$ cat config.mk
export PLATFORM = sky130hd
export DESIGN_NAME = riscv_integer_execute_unit
export DESIGN_NICKNAME = d
export VERILOG_FILES = /design/src/design/riex_pkg.sv /design/src/design/riex_decode.sv /design/src/design/riex_alu.sv /design/src/design/riex_resolve.sv /design/src/design/riscv_integer_execute_unit.sv
export SDC_FILE = /design/constraint.sdc
export NUM_CORES = 2
export LEC_CHECK = 0
export ABC_AREA = 1
export BUFFER_PORTS_ARGS = -buffer_cell sky130_fd_sc_hd__buf_2
export CAP_MARGIN = 10
export CORE_MARGIN = 5
export CORE_UTILIZATION = 45
export CTS_CLUSTER_DIAMETER = 60
export DETAILED_ROUTE_END_ITERATION = 12
export PLACE_DENSITY = 0.65
export SLEW_MARGIN = 20
export SYNTH_ARGS = -nofsm -noshare
export SYNTH_HDL_FRONTEND = slang
export SYNTH_SLANG_ARGS = --single-unit
$ cat constraint.sdc
create_clock -name aclk -period 8.6 [get_ports aclk]
set_clock_uncertainty 0.05 [all_clocks]
set_input_delay 0.86 -clock aclk [delete_from_list [all_inputs] [get_ports aclk]]
set_output_delay 0.86 -clock aclk [all_outputs]
set_load 0.01 [all_outputs]
$ cat src/design/riex_pkg.sv
// ----------------------------------------------------------------------------
// riex_pkg
// Types and constants shared by the stages of the integer execute unit.
// ----------------------------------------------------------------------------
`default_nettype none

package riex_pkg;

    localparam int XLEN      = 64;
    localparam int OUT_AW    = 32;
    localparam int SHAMT_W   = 6;
    localparam int IMM_W     = 12;
    localparam int ACT_W     = 5;
    localparam int S_TDATA_W = 208;
    localparam int M_TDATA_W = 104;

    // Operation codes as they arrive on the input channel.
    localparam logic [ACT_W-1:0] ACT_ADDI  = 5'd0;
    localparam logic [ACT_W-1:0] ACT_SLTI  = 5'd1;
    localparam logic [ACT_W-1:0] ACT_SLTIU = 5'd2;
    localparam logic [ACT_W-1:0] ACT_XORI  = 5'd3;
    localparam logic [ACT_W-1:0] ACT_ORI   = 5'd4;
    localparam logic [ACT_W-1:0] ACT_ANDI  = 5'd5;
    localparam logic [ACT_W-1:0] ACT_SLLI  = 5'd6;
    localparam logic [ACT_W-1:0] ACT_SRLI  = 5'd7;
    localparam logic [ACT_W-1:0] ACT_SRAI  = 5'd8;
    localparam logic [ACT_W-1:0] ACT_ADD   = 5'd9;
    localparam logic [ACT_W-1:0] ACT_SUB   = 5'd10;
    localparam logic [ACT_W-1:0] ACT_SLL   = 5'd11;
    localparam logic [ACT_W-1:0] ACT_SLT   = 5'd12;
    localparam logic [ACT_W-1:0] ACT_SLTU  = 5'd13;
    localparam logic [ACT_W-1:0] ACT_XOR   = 5'd14;
    localparam logic [ACT_W-1:0] ACT_SRL   = 5'd15;
    localparam logic [ACT_W-1:0] ACT_SRA   = 5'd16;
    localparam logic [ACT_W-1:0] ACT_OR    = 5'd17;
    localparam logic [ACT_W-1:0] ACT_AND   = 5'd18;
    localparam logic [ACT_W-1:0] ACT_MEM   = 5'd19;
    localparam logic [ACT_W-1:0] ACT_BEQ   = 5'd20;
    localparam logic [ACT_W-1:0] ACT_BNE   = 5'd21;
    localparam logic [ACT_W-1:0] ACT_BLT   = 5'd22;
    localparam logic [ACT_W-1:0] ACT_BGE   = 5'd23;
    localparam logic [ACT_W-1:0] ACT_BLTU  = 5'd24;
    localparam logic [ACT_W-1:0] ACT_BGEU  = 5'd25;
    localparam logic [ACT_W-1:0] ACT_JAL   = 5'd26;
    localparam logic [ACT_W-1:0] ACT_JALR  = 5'd27;

    // Internal operation after decode; immediate and register forms merge.
    typedef enum logic [4:0] {
        OP_ADD,
        OP_SUB,
        OP_SLL,
        OP_SLT,
        OP_SLTU,
        OP_XOR,
        OP_SRL,
        OP_SRA,
        OP_OR,
        OP_AND,
        OP_BEQ,
        OP_BNE,
        OP_BLT,
        OP_BGE,
        OP_BLTU,
        OP_BGEU,
        OP_JAL,
        OP_JALR,
        OP_NOP
    } alu_op_t;

    typedef struct packed {
        alu_op_t             op;
        logic [XLEN-1:0]     opa;
        logic [XLEN-1:0]     opb;
        logic [SHAMT_W-1:0]  shamt;
        logic [XLEN-1:0]     ret_addr;
        logic [OUT_AW-1:0]   label;
    } dec_t;

    typedef struct packed {
        alu_op_t             op;
        logic [XLEN-1:0]     value;
        logic                cond;
        logic [XLEN-1:0]     ret_addr;
        logic [OUT_AW-1:0]   label;
    } exe_t;

endpackage

`default_nettype wire

$ cat src/design/riex_decode.sv
// ----------------------------------------------------------------------------
// riex_decode
// First stage: maps the operation code, sign-extends the operands and
// prepares the second operand, shift amount and return address.
// ----------------------------------------------------------------------------
`default_nettype none

module riex_decode #(
    parameter int DATA_WIDTH = 64,
    parameter int ADDR_WIDTH = 32
) (
    input  wire logic                                  aclk,
    input  wire logic                                  aresetn,
    input  wire logic                                  in_valid,
    output logic                                       in_ready,
    input  wire logic [riex_pkg::ACT_W-1:0]            action,
    input  wire logic signed [riex_pkg::XLEN-1:0]      operand_a,
    input  wire logic signed [riex_pkg::XLEN-1:0]      operand_b,
    input  wire logic signed [riex_pkg::IMM_W-1:0]     immediate,
    input  wire logic [riex_pkg::OUT_AW-1:0]           instr_address,
    input  wire logic [riex_pkg::OUT_AW-1:0]           label_target,
    output logic                                       out_valid,
    input  wire logic                                  out_ready,
    output riex_pkg::dec_t                             out_data
);

    localparam logic [riex_pkg::XLEN-1:0] DMASK = (DATA_WIDTH >= riex_pkg::XLEN) ? '1 :
        ((64'd1 << DATA_WIDTH) - 64'd1);
    localparam logic [riex_pkg::XLEN-1:0] AMASK = (ADDR_WIDTH >= riex_pkg::XLEN) ? '1 :
        ((64'd1 << ADDR_WIDTH) - 64'd1);
    localparam logic [riex_pkg::SHAMT_W-1:0] SHMASK = riex_pkg::SHAMT_W'(DATA_WIDTH - 1);

    logic                         valid_reg;
    riex_pkg::dec_t               data_reg;
    riex_pkg::dec_t               data_next;
    logic [riex_pkg::XLEN-1:0]    a_ext;
    logic [riex_pkg::XLEN-1:0]    b_ext;
    logic [riex_pkg::XLEN-1:0]    imm_ext;
    logic                         use_imm;

    // Operands are taken at DATA_WIDTH bits and sign-extended to the full word.
    assign a_ext   = (operand_a & DMASK) | ({riex_pkg::XLEN{operand_a[DATA_WIDTH-1]}} & ~DMASK);
    assign b_ext   = (operand_b & DMASK) | ({riex_pkg::XLEN{operand_b[DATA_WIDTH-1]}} & ~DMASK);
    assign imm_ext = {{(riex_pkg::XLEN-riex_pkg::IMM_W){immediate[riex_pkg::IMM_W-1]}},
                      immediate};

    always_comb begin
        data_next.op = riex_pkg::OP_NOP;
        use_imm      = 1'b0;
        case (action)
            riex_pkg::ACT_ADDI:  begin data_next.op = riex_pkg::OP_ADD;  use_imm = 1'b1; end
            riex_pkg::ACT_SLTI:  begin data_next.op = riex_pkg::OP_SLT;  use_imm = 1'b1; end
            riex_pkg::ACT_SLTIU: begin data_next.op = riex_pkg::OP_SLTU; use_imm = 1'b1; end
            riex_pkg::ACT_XORI:  begin data_next.op = riex_pkg::OP_XOR;  use_imm = 1'b1; end
            riex_pkg::ACT_ORI:   begin data_next.op = riex_pkg::OP_OR;   use_imm = 1'b1; end
            riex_pkg::ACT_ANDI:  begin data_next.op = riex_pkg::OP_AND;  use_imm = 1'b1; end
            riex_pkg::ACT_SLLI:  begin data_next.op = riex_pkg::OP_SLL;  use_imm = 1'b1; end
            riex_pkg::ACT_SRLI:  begin data_next.op = riex_pkg::OP_SRL;  use_imm = 1'b1; end
            riex_pkg::ACT_SRAI:  begin data_next.op = riex_pkg::OP_SRA;  use_imm = 1'b1; end
            riex_pkg::ACT_ADD:   data_next.op = riex_pkg::OP_ADD;
            riex_pkg::ACT_SUB:   data_next.op = riex_pkg::OP_SUB;
            riex_pkg::ACT_SLL:   data_next.op = riex_pkg::OP_SLL;
            riex_pkg::ACT_SLT:   data_next.op = riex_pkg::OP_SLT;
            riex_pkg::ACT_SLTU:  data_next.op = riex_pkg::OP_SLTU;
            riex_pkg::ACT_XOR:   data_next.op = riex_pkg::OP_XOR;
            riex_pkg::ACT_SRL:   data_next.op = riex_pkg::OP_SRL;
            riex_pkg::ACT_SRA:   data_next.op = riex_pkg::OP_SRA;
            riex_pkg::ACT_OR:    data_next.op = riex_pkg::OP_OR;
            riex_pkg::ACT_AND:   data_next.op = riex_pkg::OP_AND;
            // A memory access address is a plain base plus immediate.
            riex_pkg::ACT_MEM:   begin data_next.op = riex_pkg::OP_ADD;  use_imm = 1'b1; end
            riex_pkg::ACT_BEQ:   data_next.op = riex_pkg::OP_BEQ;
            riex_pkg::ACT_BNE:   data_next.op = riex_pkg::OP_BNE;
            riex_pkg::ACT_BLT:   data_next.op = riex_pkg::OP_BLT;
            riex_pkg::ACT_BGE:   data_next.op = riex_pkg::OP_BGE;
            riex_pkg::ACT_BLTU:  data_next.op = riex_pkg::OP_BLTU;
            riex_pkg::ACT_BGEU:  data_next.op = riex_pkg::OP_BGEU;
            riex_pkg::ACT_JAL:   data_next.op = riex_pkg::OP_JAL;
            riex_pkg::ACT_JALR:  begin data_next.op = riex_pkg::OP_JALR; use_imm = 1'b1; end
            default:             data_next.op = riex_pkg::OP_NOP;
        endcase

        data_next.opa      = a_ext;
        data_next.opb      = use_imm ? imm_ext : b_ext;
        data_next.shamt    = data_next.opb[riex_pkg::SHAMT_W-1:0] & SHMASK;
        data_next.ret_addr = (riex_pkg::XLEN'(instr_address) + riex_pkg::XLEN'(4)) & AMASK;
        data_next.label    = label_target;
    end

    assign in_ready = !valid_reg || out_ready;

    always_ff @(posedge aclk) begin
        if (!aresetn) begin
            valid_reg <= 1'b0;
        end else if (in_ready) begin
            valid_reg <= in_valid;
        end
    end

    always_ff @(posedge aclk) begin
        if (in_ready && in_valid) begin
            data_reg <= data_next;
        end
    end

    assign out_valid = valid_reg;
    assign out_data  = data_reg;

endmodule

`default_nettype wire

$ cat src/design/riex_alu.sv
// ----------------------------------------------------------------------------
// riex_alu
// Second stage: adder, subtractor, shifter, logic unit and comparators.
// Produces the raw data value and the branch condition.
// ----------------------------------------------------------------------------
`default_nettype none

module riex_alu #(
    parameter int DATA_WIDTH = 64
) (
    input  wire logic                aclk,
    input  wire logic                aresetn,
    input  wire logic                in_valid,
    output logic                     in_ready,
    input  riex_pkg::dec_t           in_data,
    output logic                     out_valid,
    input  wire logic                out_ready,
    output riex_pkg::exe_t           out_data
);

    localparam logic [riex_pkg::XLEN-1:0] DMASK = (DATA_WIDTH >= riex_pkg::XLEN) ? '1 :
        ((64'd1 << DATA_WIDTH) - 64'd1);

    logic                         valid_reg;
    riex_pkg::exe_t               data_reg;
    riex_pkg::exe_t               data_next;
    logic [riex_pkg::XLEN-1:0]    sum;
    logic [riex_pkg::XLEN-1:0]    diff;
    logic [riex_pkg::XLEN-1:0]    sra_val;
    logic                         lt_s;
    logic                         lt_u;
    logic                         eq;

    assign sum     = in_data.opa + in_data.opb;
    assign diff    = in_data.opa - in_data.opb;
    assign sra_val = $signed(in_data.opa) >>> in_data.shamt;
    // Operands are sign-extended, so comparing full words matches a compare at
    // DATA_WIDTH bits for both signed and unsigned orders.
    assign lt_s    = $signed(in_data.opa) < $signed(in_data.opb);
    assign lt_u    = in_data.opa < in_data.opb;
    assign eq      = in_data.opa == in_data.opb;

    always_comb begin
        data_next.op       = in_data.op;
        data_next.ret_addr = in_data.ret_addr;
        data_next.label    = in_data.label;
        data_next.value    = '0;
        data_next.cond     = 1'b0;
        case (in_data.op)
            riex_pkg::OP_ADD:  data_next.value = sum;
            riex_pkg::OP_SUB:  data_next.value = diff;
            riex_pkg::OP_SLL:  data_next.value = in_data.opa << in_data.shamt;
            riex_pkg::OP_SLT:  data_next.value = {{(riex_pkg::XLEN-1){1'b0}}, lt_s};
            riex_pkg::OP_SLTU: data_next.value = {{(riex_pkg::XLEN-1){1'b0}}, lt_u};
            riex_pkg::OP_XOR:  data_next.value = in_data.opa ^ in_data.opb;
            riex_pkg::OP_SRL:  data_next.value = (in_data.opa & DMASK) >> in_data.shamt;
            riex_pkg::OP_SRA:  data_next.value = sra_val;
            riex_pkg::OP_OR:   data_next.value = in_data.opa | in_data.opb;
            riex_pkg::OP_AND:  data_next.value = in_data.opa & in_data.opb;
            riex_pkg::OP_BEQ:  data_next.cond  = eq;
            riex_pkg::OP_BNE:  data_next.cond  = !eq;
            riex_pkg::OP_BLT:  data_next.cond  = lt_s;
            riex_pkg::OP_BGE:  data_next.cond  = !lt_s;
            riex_pkg::OP_BLTU: data_next.cond  = lt_u;
            riex_pkg::OP_BGEU: data_next.cond  = !lt_u;
            riex_pkg::OP_JAL:  data_next.cond  = 1'b1;
            riex_pkg::OP_JALR: begin
                data_next.value = sum;
                data_next.cond  = 1'b1;
            end
            default: begin
                data_next.value = '0;
                data_next.cond  = 1'b0;
            end
        endcase
    end

    assign in_ready = !valid_reg || out_ready;

    always_ff @(posedge aclk) begin
        if (!aresetn) begin
            valid_reg <= 1'b0;
        end else if (in_ready) begin
            valid_reg <= in_valid;
        end
    end

    always_ff @(posedge aclk) begin
        if (in_ready && in_valid) begin
            data_reg <= data_next;
        end
    end

    assign out_valid = valid_reg;
    assign out_data  = data_reg;

endmodule

`default_nettype wire

$ cat src/design/riex_resolve.sv
// ----------------------------------------------------------------------------
// riex_resolve
// Third stage and output register: picks the result word, sign-extends data
// values and forms the redirect flag and fetch target.
// ----------------------------------------------------------------------------
`default_nettype none

module riex_resolve #(
    parameter int DATA_WIDTH = 64,
    parameter int ADDR_WIDTH = 32
) (
    input  wire logic                          aclk,
    input  wire logic                          aresetn,
    input  wire logic                          in_valid,
    output logic                               in_ready,
    input  riex_pkg::exe_t                     in_data,
    output logic                               out_valid,
    input  wire logic                          out_ready,
    output logic [riex_pkg::XLEN-1:0]          result,
    output logic                               redirect,
    output logic [riex_pkg::OUT_AW-1:0]        redirect_target
);

    localparam logic [riex_pkg::XLEN-1:0] DMASK = (DATA_WIDTH >= riex_pkg::XLEN) ? '1 :
        ((64'd1 << DATA_WIDTH) - 64'd1);
    localparam logic [riex_pkg::XLEN-1:0] AMASK = (ADDR_WIDTH >= riex_pkg::XLEN) ? '1 :
        ((64'd1 << ADDR_WIDTH) - 64'd1);
    localparam logic [riex_pkg::OUT_AW-1:0] TGT_MASK = AMASK[riex_pkg::OUT_AW-1:0];

    logic                           valid_reg;
    logic [riex_pkg::XLEN-1:0]      result_reg;
    logic [riex_pkg::XLEN-1:0]      result_next;
    logic                           redirect_reg;
    logic                           redirect_next;
    logic [riex_pkg::OUT_AW-1:0]    target_reg;
    logic [riex_pkg::OUT_AW-1:0]    target_next;
    logic [riex_pkg::XLEN-1:0]      value_ext;

    assign value_ext = (in_data.value & DMASK) |
                       ({riex_pkg::XLEN{in_data.value[DATA_WIDTH-1]}} & ~DMASK);

    always_comb begin
        redirect_next = in_data.cond;
        case (in_data.op)
            riex_pkg::OP_JAL: begin
                result_next = in_data.ret_addr;
                target_next = in_data.label & TGT_MASK;
            end
            riex_pkg::OP_JALR: begin
                // The jump target drops bit 0 of the unextended base plus offset.
                result_next = in_data.ret_addr;
                target_next = in_data.value[riex_pkg::OUT_AW-1:0] &
                              ~riex_pkg::OUT_AW'(1) & TGT_MASK;
            end
            default: begin
                result_next = value_ext;
                target_next = in_data.cond ? (in_data.label & TGT_MASK) : '0;
            end
        endcase
    end

    assign in_ready = !valid_reg || out_ready;

    always_ff @(posedge aclk) begin
        if (!aresetn) begin
            valid_reg <= 1'b0;
        end else if (in_ready) begin
            valid_reg <= in_valid;
        end
    end

    always_ff @(posedge aclk) begin
        if (in_ready && in_valid) begin
            result_reg   <= result_next;
            redirect_reg <= redirect_next;
            target_reg   <= target_next;
        end
    end

    assign out_valid       = valid_reg;
    assign result          = result_reg;
    assign redirect        = redirect_reg;
    assign redirect_target = target_reg;

endmodule

`default_nettype wire

$ cat src/design/riscv_integer_execute_unit.sv
// ----------------------------------------------------------------------------
// riscv_integer_execute_unit
// Execute stage of a 64-bit integer pipeline: ALU, address adder and branch
// and jump resolution.
// ----------------------------------------------------------------------------
// Usage:
// The slave channel takes one decoded instruction per word: the operation code
// on s_tuser, the operands, immediate, instruction address and label target on
// s_tdata. The master channel returns one word per instruction: the result,
// the redirect flag and the redirect target.
// From acceptance to the output a word passes three registers: decode, compute
// and resolve each end in a register, the last one being the output register,
// and m_tvalid rises once the resolve register holds the word.
// Throughput is one word per cycle while m_tready stays high; each stage holds
// one word and passes it on as soon as the stage after it has room.
// Reset clears all valid bits; nothing is in flight afterwards.
// When the receiver stalls, the output word holds and the stages behind it
// keep filling until all three are full, then s_tready drops.
// ----------------------------------------------------------------------------
`default_nettype none

module riscv_integer_execute_unit #(
    parameter int DATA_WIDTH = 64,
    parameter int ADDR_WIDTH = 32
) (
    input  wire logic                                aclk,
    input  wire logic                                aresetn,
    input  wire logic                                s_tvalid,
    output logic                                     s_tready,
    // operand_a[63:0], operand_b[127:64], immediate[139:128],
    // instr_address[171:140], label_target[203:172], zero pad [207:204]
    input  wire logic [riex_pkg::S_TDATA_W-1:0]      s_tdata,
    // action[4:0]
    input  wire logic [riex_pkg::ACT_W-1:0]          s_tuser,
    output logic                                     m_tvalid,
    input  wire logic                                m_tready,
    // result[63:0], redirect[64], redirect_target[96:65], zero pad [103:97]
    output logic [riex_pkg::M_TDATA_W-1:0]           m_tdata
);

    logic                           dec_valid;
    logic                           dec_ready;
    riex_pkg::dec_t                 dec_data;
    logic                           exe_valid;
    logic                           exe_ready;
    riex_pkg::exe_t                 exe_data;
    logic [riex_pkg::XLEN-1:0]      result;
    logic                           redirect;
    logic [riex_pkg::OUT_AW-1:0]    redirect_target;

    riex_decode #(
        .DATA_WIDTH (DATA_WIDTH),
        .ADDR_WIDTH (ADDR_WIDTH)
    ) u_decode (
        .aclk          (aclk),
        .aresetn       (aresetn),
        .in_valid      (s_tvalid),
        .in_ready      (s_tready),
        .action        (s_tuser),
        .operand_a     (s_tdata[63:0]),
        .operand_b     (s_tdata[127:64]),
        .immediate     (s_tdata[139:128]),
        .instr_address (s_tdata[171:140]),
        .label_target  (s_tdata[203:172]),
        .out_valid     (dec_valid),
        .out_ready     (dec_ready),
        .out_data      (dec_data)
    );

    riex_alu #(
        .DATA_WIDTH (DATA_WIDTH)
    ) u_alu (
        .aclk      (aclk),
        .aresetn   (aresetn),
        .in_valid  (dec_valid),
        .in_ready  (dec_ready),
        .in_data   (dec_data),
        .out_valid (exe_valid),
        .out_ready (exe_ready),
        .out_data  (exe_data)
    );

    riex_resolve #(
        .DATA_WIDTH (DATA_WIDTH),
        .ADDR_WIDTH (ADDR_WIDTH)
    ) u_resolve (
        .aclk            (aclk),
        .aresetn         (aresetn),
        .in_valid        (exe_valid),
        .in_ready        (exe_ready),
        .in_data         (exe_data),
        .out_valid       (m_tvalid),
        .out_ready       (m_tready),
        .result          (result),
        .redirect        (redirect),
        .redirect_target (redirect_target)
    );

    assign m_tdata = {7'b0, redirect_target, redirect, result};

endmodule

`default_nettype wire

## After elaboration in Yosys (flattened, before gate mapping)

Index checks and enable logic that the tools add are counted.

- Register bits after elaboration: 437
- Logic and storage cells: 111

- $add $sub $neg: 3
- $lt $le $gt $ge: 2
- Equal/unequal tests: 47
- Shifts and indexed selects: 3
- Muxes and demuxes: 8
- Bitwise gates (word level): 3
- Reduce and logical (&&, ||, !) cells: 27

Operators with widths:

| kind | count |
|---|---|
| 64-bit case mux with 10 select lines | 1 |
| 64-bit less-than comparator | 2 |
| 5-bit case mux with 18 select lines | 1 |
| 5-bit by 4-bit equality test with 1-bit output, second input constant | 16 |
| 5-bit equality test, second input constant | 16 |
| 64-bit adder | 1 |
| 64-bit AND | 1 |
| 64-bit equality test | 1 |
| 32-bit two-way mux | 2 |
| 64-bit two-way mux | 1 |
| 64-bit OR | 1 |
| 32-bit case mux with 2 select lines | 1 |
| 64-bit by 6-bit << shifter with 64-bit output | 1 |
| 64-bit by 6-bit >> shifter with 64-bit output | 1 |
| 64-bit by 6-bit >>> shifter with 64-bit output | 1 |
| 64-bit subtractor | 1 |
| 64-bit XOR | 1 |
| 5-bit by 3-bit equality test with 1-bit output, second input constant | 8 |
| 32-bit by 3-bit adder with 32-bit output, second input constant | 1 |
| 2-bit OR reduction | 11 |
| 5-bit by 2-bit equality test with 1-bit output, second input constant | 4 |
| 11-bit OR reduction | 1 |
| 5-bit by 1-bit equality test with 1-bit output, second input constant | 2 |
| 5-bit zero test | 2 |
| 6 further kinds | 15 |

## Depth between registers and ports, before layout

- Depth in word-level cells: 5
- Gate-level depth with buffers: 21

## Hierarchy

From an unflattened synthesis, not the netlist that was laid out.

- Cells, all modules: 6356
- Area, all modules: 41862.6 um2

Modules (own cells, without submodules):

| module | instances | cells an instance | area each (um2) | sequential area each (um2) |
|---|---|---|---|---|
| riex_alu | 1 | 5189 | 28795.1 | 5004.8 |
| riex_decode | 1 | 629 | 8072.7 | 5935.7 |
| riex_resolve | 1 | 529 | 4931.0 | 2932.8 |
| riscv_integer_execute_unit | 1 | 9 | 63.8 | 0.0 |

## Worst setup path before layout

No wires, ideal clock.

- Path kind: in2reg
- From: input port m_tready
- To: register u_resolve.redirect_reg, in the netlist u_resolve.redirect, enable pin
- Setup time: 0.584 ns
- Arrival: 5.558 ns
- Slack: 2.407 ns
- Stages: 2
- Path through: inv_1 -> a21oi_1

- Longest elaborated chain between the ends: 2

RTL lines:

| item | RTL line | text |
|---|---|---|
| start, declared | riscv_integer_execute_unit.sv:36 | `input wire logic m_tready,` |
| 1-bit logical OR | riex_resolve.sv:62 | `assign in_ready = !valid_reg \|\| out_ready;` |
| 1-bit logical AND | riex_resolve.sv:73 | `if (in_ready && in_valid) begin` |
| end signal, assigned | riex_resolve.sv:75 | `redirect_reg <= redirect_next;` |
| end, declared | riex_resolve.sv:33 | `logic redirect_reg;` |

No other way between the ends.
A chain may end at the register's enable or synchronous reset.

==> impl_metrics.json <==
{
  "outcome": "finished, final reports clean",
  "fin_nets": 6670,
  "placed_area_mm2": 0.0416,
  "stdcell_count": 7453,
  "cts_hold_buf": 0,
  "final_cell_mix": "1913 x nand2_1, 1071 x nand3_1, 883 x inv_1",
  "grtUsageTotal_pct": 40.8,
  "drv_cap": 0,
  "yosysWarningCount": 0,
  "cp-start-kind": "flip-flop",
  "startpoint": "u_decode.out_data[98]",
  "synth_area_mm2": 0.0394,
  "placedCellCount": 7361,
  "cts_root_buf": "clkbuf_16",
  "hold_path.class": "input pin to flip-flop",
  "setup_viol": 0,
  "yosysUniqueCellTypes": 53,
  "path_max_fanout": 58,
  "vias_per_cell": 5.90,
  "grt_pass1_wl_um": 279000,
  "arrival_ns": 5.38,
  "ys_seq_area_share_pct": 32.7,
  "first_pass_iters": 9,
  "worstPathRequired_ns": 8.91,
  "relSlewSlack_pct": 26.2,
  "min_from": "s_tdata[53]",
  "place.gp.congestion": 1.09,
  "r2r_cells": 14,
  "crit_path_end_kind": "flip-flop",
  "design_area_mm2": 0.0432,
  "cts_resized": 0,
  "min_period_ns": 5.08,
  "die_h_um": 306,
  "tightest_slew_ns": 1.10,
  "r2r-start": "u_decode.out_data[98]",
  "dieArea_mm2": 0.0937,
  "cts_buffer_depth": 3,
  "hold_viol": 0,
  "hpwl_um": 160000,
  "antenna_found_initial": 16,
  "rsz0062_at_grt": "no",
  "finalWirelength_um": 200000,
  "initial_utilization_pct": 45.4,
  "postCtsSetupRepairBufs": 0,
  "die_w_um": 306,
  "core_area_mm2": 0.0869,
  "cts_buffers": 48,
  "largest_reg_flops": 197,
  "drv_slew": 0,
  "layout_commonest_cell": "nand2_1",
  "clk_latency_ns": 0.66,
  "grt_pass1_vias": 40400,
  "cts_max_level": 2,
  "fin_setup_tns_ns": 0,
  "synth_ff_type": "edfxtp_1",
  "rows": 108,
  "cts_tree": "built",
  "rrSetupSlack_ns": 3.52,
  "syn_inst": 6104,
  "rr_endpoint": "u_alu.out_data[116]",
  "ios": 323,
  "dr_total_vias": 43900,
  "irDropWorstVdd_v": 0.000199,
  "cts_sinks": 431,
  "ys_ff_latch": 431,
  "syn2layout_area_growth_pct": 9.45,
  "syn_area_per_cell_um2": 6.46,
  "fin_crit_sh_pct": 59.0,
  "drt_iter0_drc": 6306,
  "port_buffers": 311,
  "synth_edf_count": 428,
  "hold_path_end": "u_decode.out_data[219]",
  "fmax_mhz": 197,
  "ant_nets": 0,
  "hold_depth": 1,
  "path_clk_slew_ns": 0.06,
  "overflow": 0,
  "wl_per_cell_um": 26.9,
  "p_per_area_mw_per_mm2": 167,
  "drive_above_1_share_pct": 8.03,
  "crit_type": "flip-flop to flip-flop",
  "drc": 0,
  "synthArstFlopShare_pct": 0,
  "p_leak_nw": 21.5,
  "grt_max_degree": 93
}
-- per-layer routing --
layer  global-route usage (%)  vias up  part of all wire [%]
met3                     12.0      552                    13
met1                     52.4    20500                    38
li1                         -    20200                     -
met5                        0        -                 0.038
met4                     22.9       12                   7.0
met2                     61.8     2751                    43
-- how the worst max path moves through the flow --
stage,to,slack (ns),cells after the start
final,u_alu.out_data[116],3.52,14
after global routing,u_alu.out_data[128],3.33,16
after CTS,u_alu.out_data[114],3.68,17
after detailed placement,u_alu.out_data[116],3.68,14
after global placement,u_alu.out_data[114],3.69,17
after floorplan,u_resolve.redirect,2.41,2
-- report_power, final --
part	leakage (nW)	internal [mW]	switching, mW	total (mW)
combinational	16.6	0.649	1.97	2.62
sequential	4.17	2.47	0.114	2.59
clock	0.730	1.10	0.905	2.00
total	21.5	4.22	2.99	7.21
-- cells by family after synthesis --
kind of cell | count (synthesis) | synth area share [%]
flip-flops | 431 | 32.7
other | 1 | 0.00951
buffers and inverters | 1178 | 12.0
adder cells (fa/ha/maj) | 197 | 6.29
XOR/XNOR | 32 | 0.711
multiplexers | 14 | 0.390
AND/OR/NAND/NOR | 3609 | 38.9
AO/OA/AOI/OAI | 642 | 8.91
-- stage by stage --
stage                     total power [mW]  hold WS (ns)  setup WS (ns)  utilization [%]
after floorplan                       4.14         0.350           2.41                -
after global placement                5.10         0.351           3.69             47.9
after detailed placement              5.11         0.355           3.68             47.9
after CTS                             7.12         0.286           3.68             49.7
after global routing                  7.50         0.310           3.33             49.7
final                                 7.21         0.324           3.52             49.7
-- Yosys cell counts (all sizes together) (4+ instances only) --
library cell / n / share of area (%)
nand2: 1918 / 18
nand3: 1073 / 14
inv: 895 / 8.5
nor2: 464 / 4.6
edfxtp: 428 / 33
o21ai: 269 / 3.4
a21oi: 252 / 3.2
ha: 195 / 6.2
buf: 190 / 2.6
clkbuf: 88 / 0.84
nand4: 57 / 0.94
nor3: 49 / 0.68
o22ai: 29 / 0.46
o211ai: 25 / 0.48
xor2: 23 / 0.51
o21bai: 19 / 0.36
and2: 17 / 0.27
nand3b: 13 / 0.25
nor4: 12 / 0.21
o221ai: 12 / 0.27
a221oi: 11 / 0.24
mux2: 11 / 0.31
a211oi: 9 / 0.17
xnor2: 9 / 0.20
clkinv: 5 / 0.048
or2: 5 / 0.086
a31oi: 4 / 0.063
-- layout make-up --
type                       count  area [µm²]
sequential                   431       12900
clock inverter                29         283
antenna                        8        20.0
clock buffer                  55        1230
timing repair buffer         374        2030
tap                         1155        1450
inverter                     900        3400
fill                        9088       43700
multi-input combinational   4501       21900
-- critical path: stages (launching register included) --
cell and delay (ns):
edfxtp_1 0.33, buf_4 0.54, clkinv_2 0.79, ha_1 0.78, inv_1 0.15, nand2_1 0.12
nand3_1 0.37, nand2_1 0.16, nand3_1 0.37, nand2_1 0.16, nand2_1 0.18, xor2_1 0.19
nor2_1 0.06, nor2_1 0.35, nand3_1 0.19
Power figures use the tool's default switching activity.
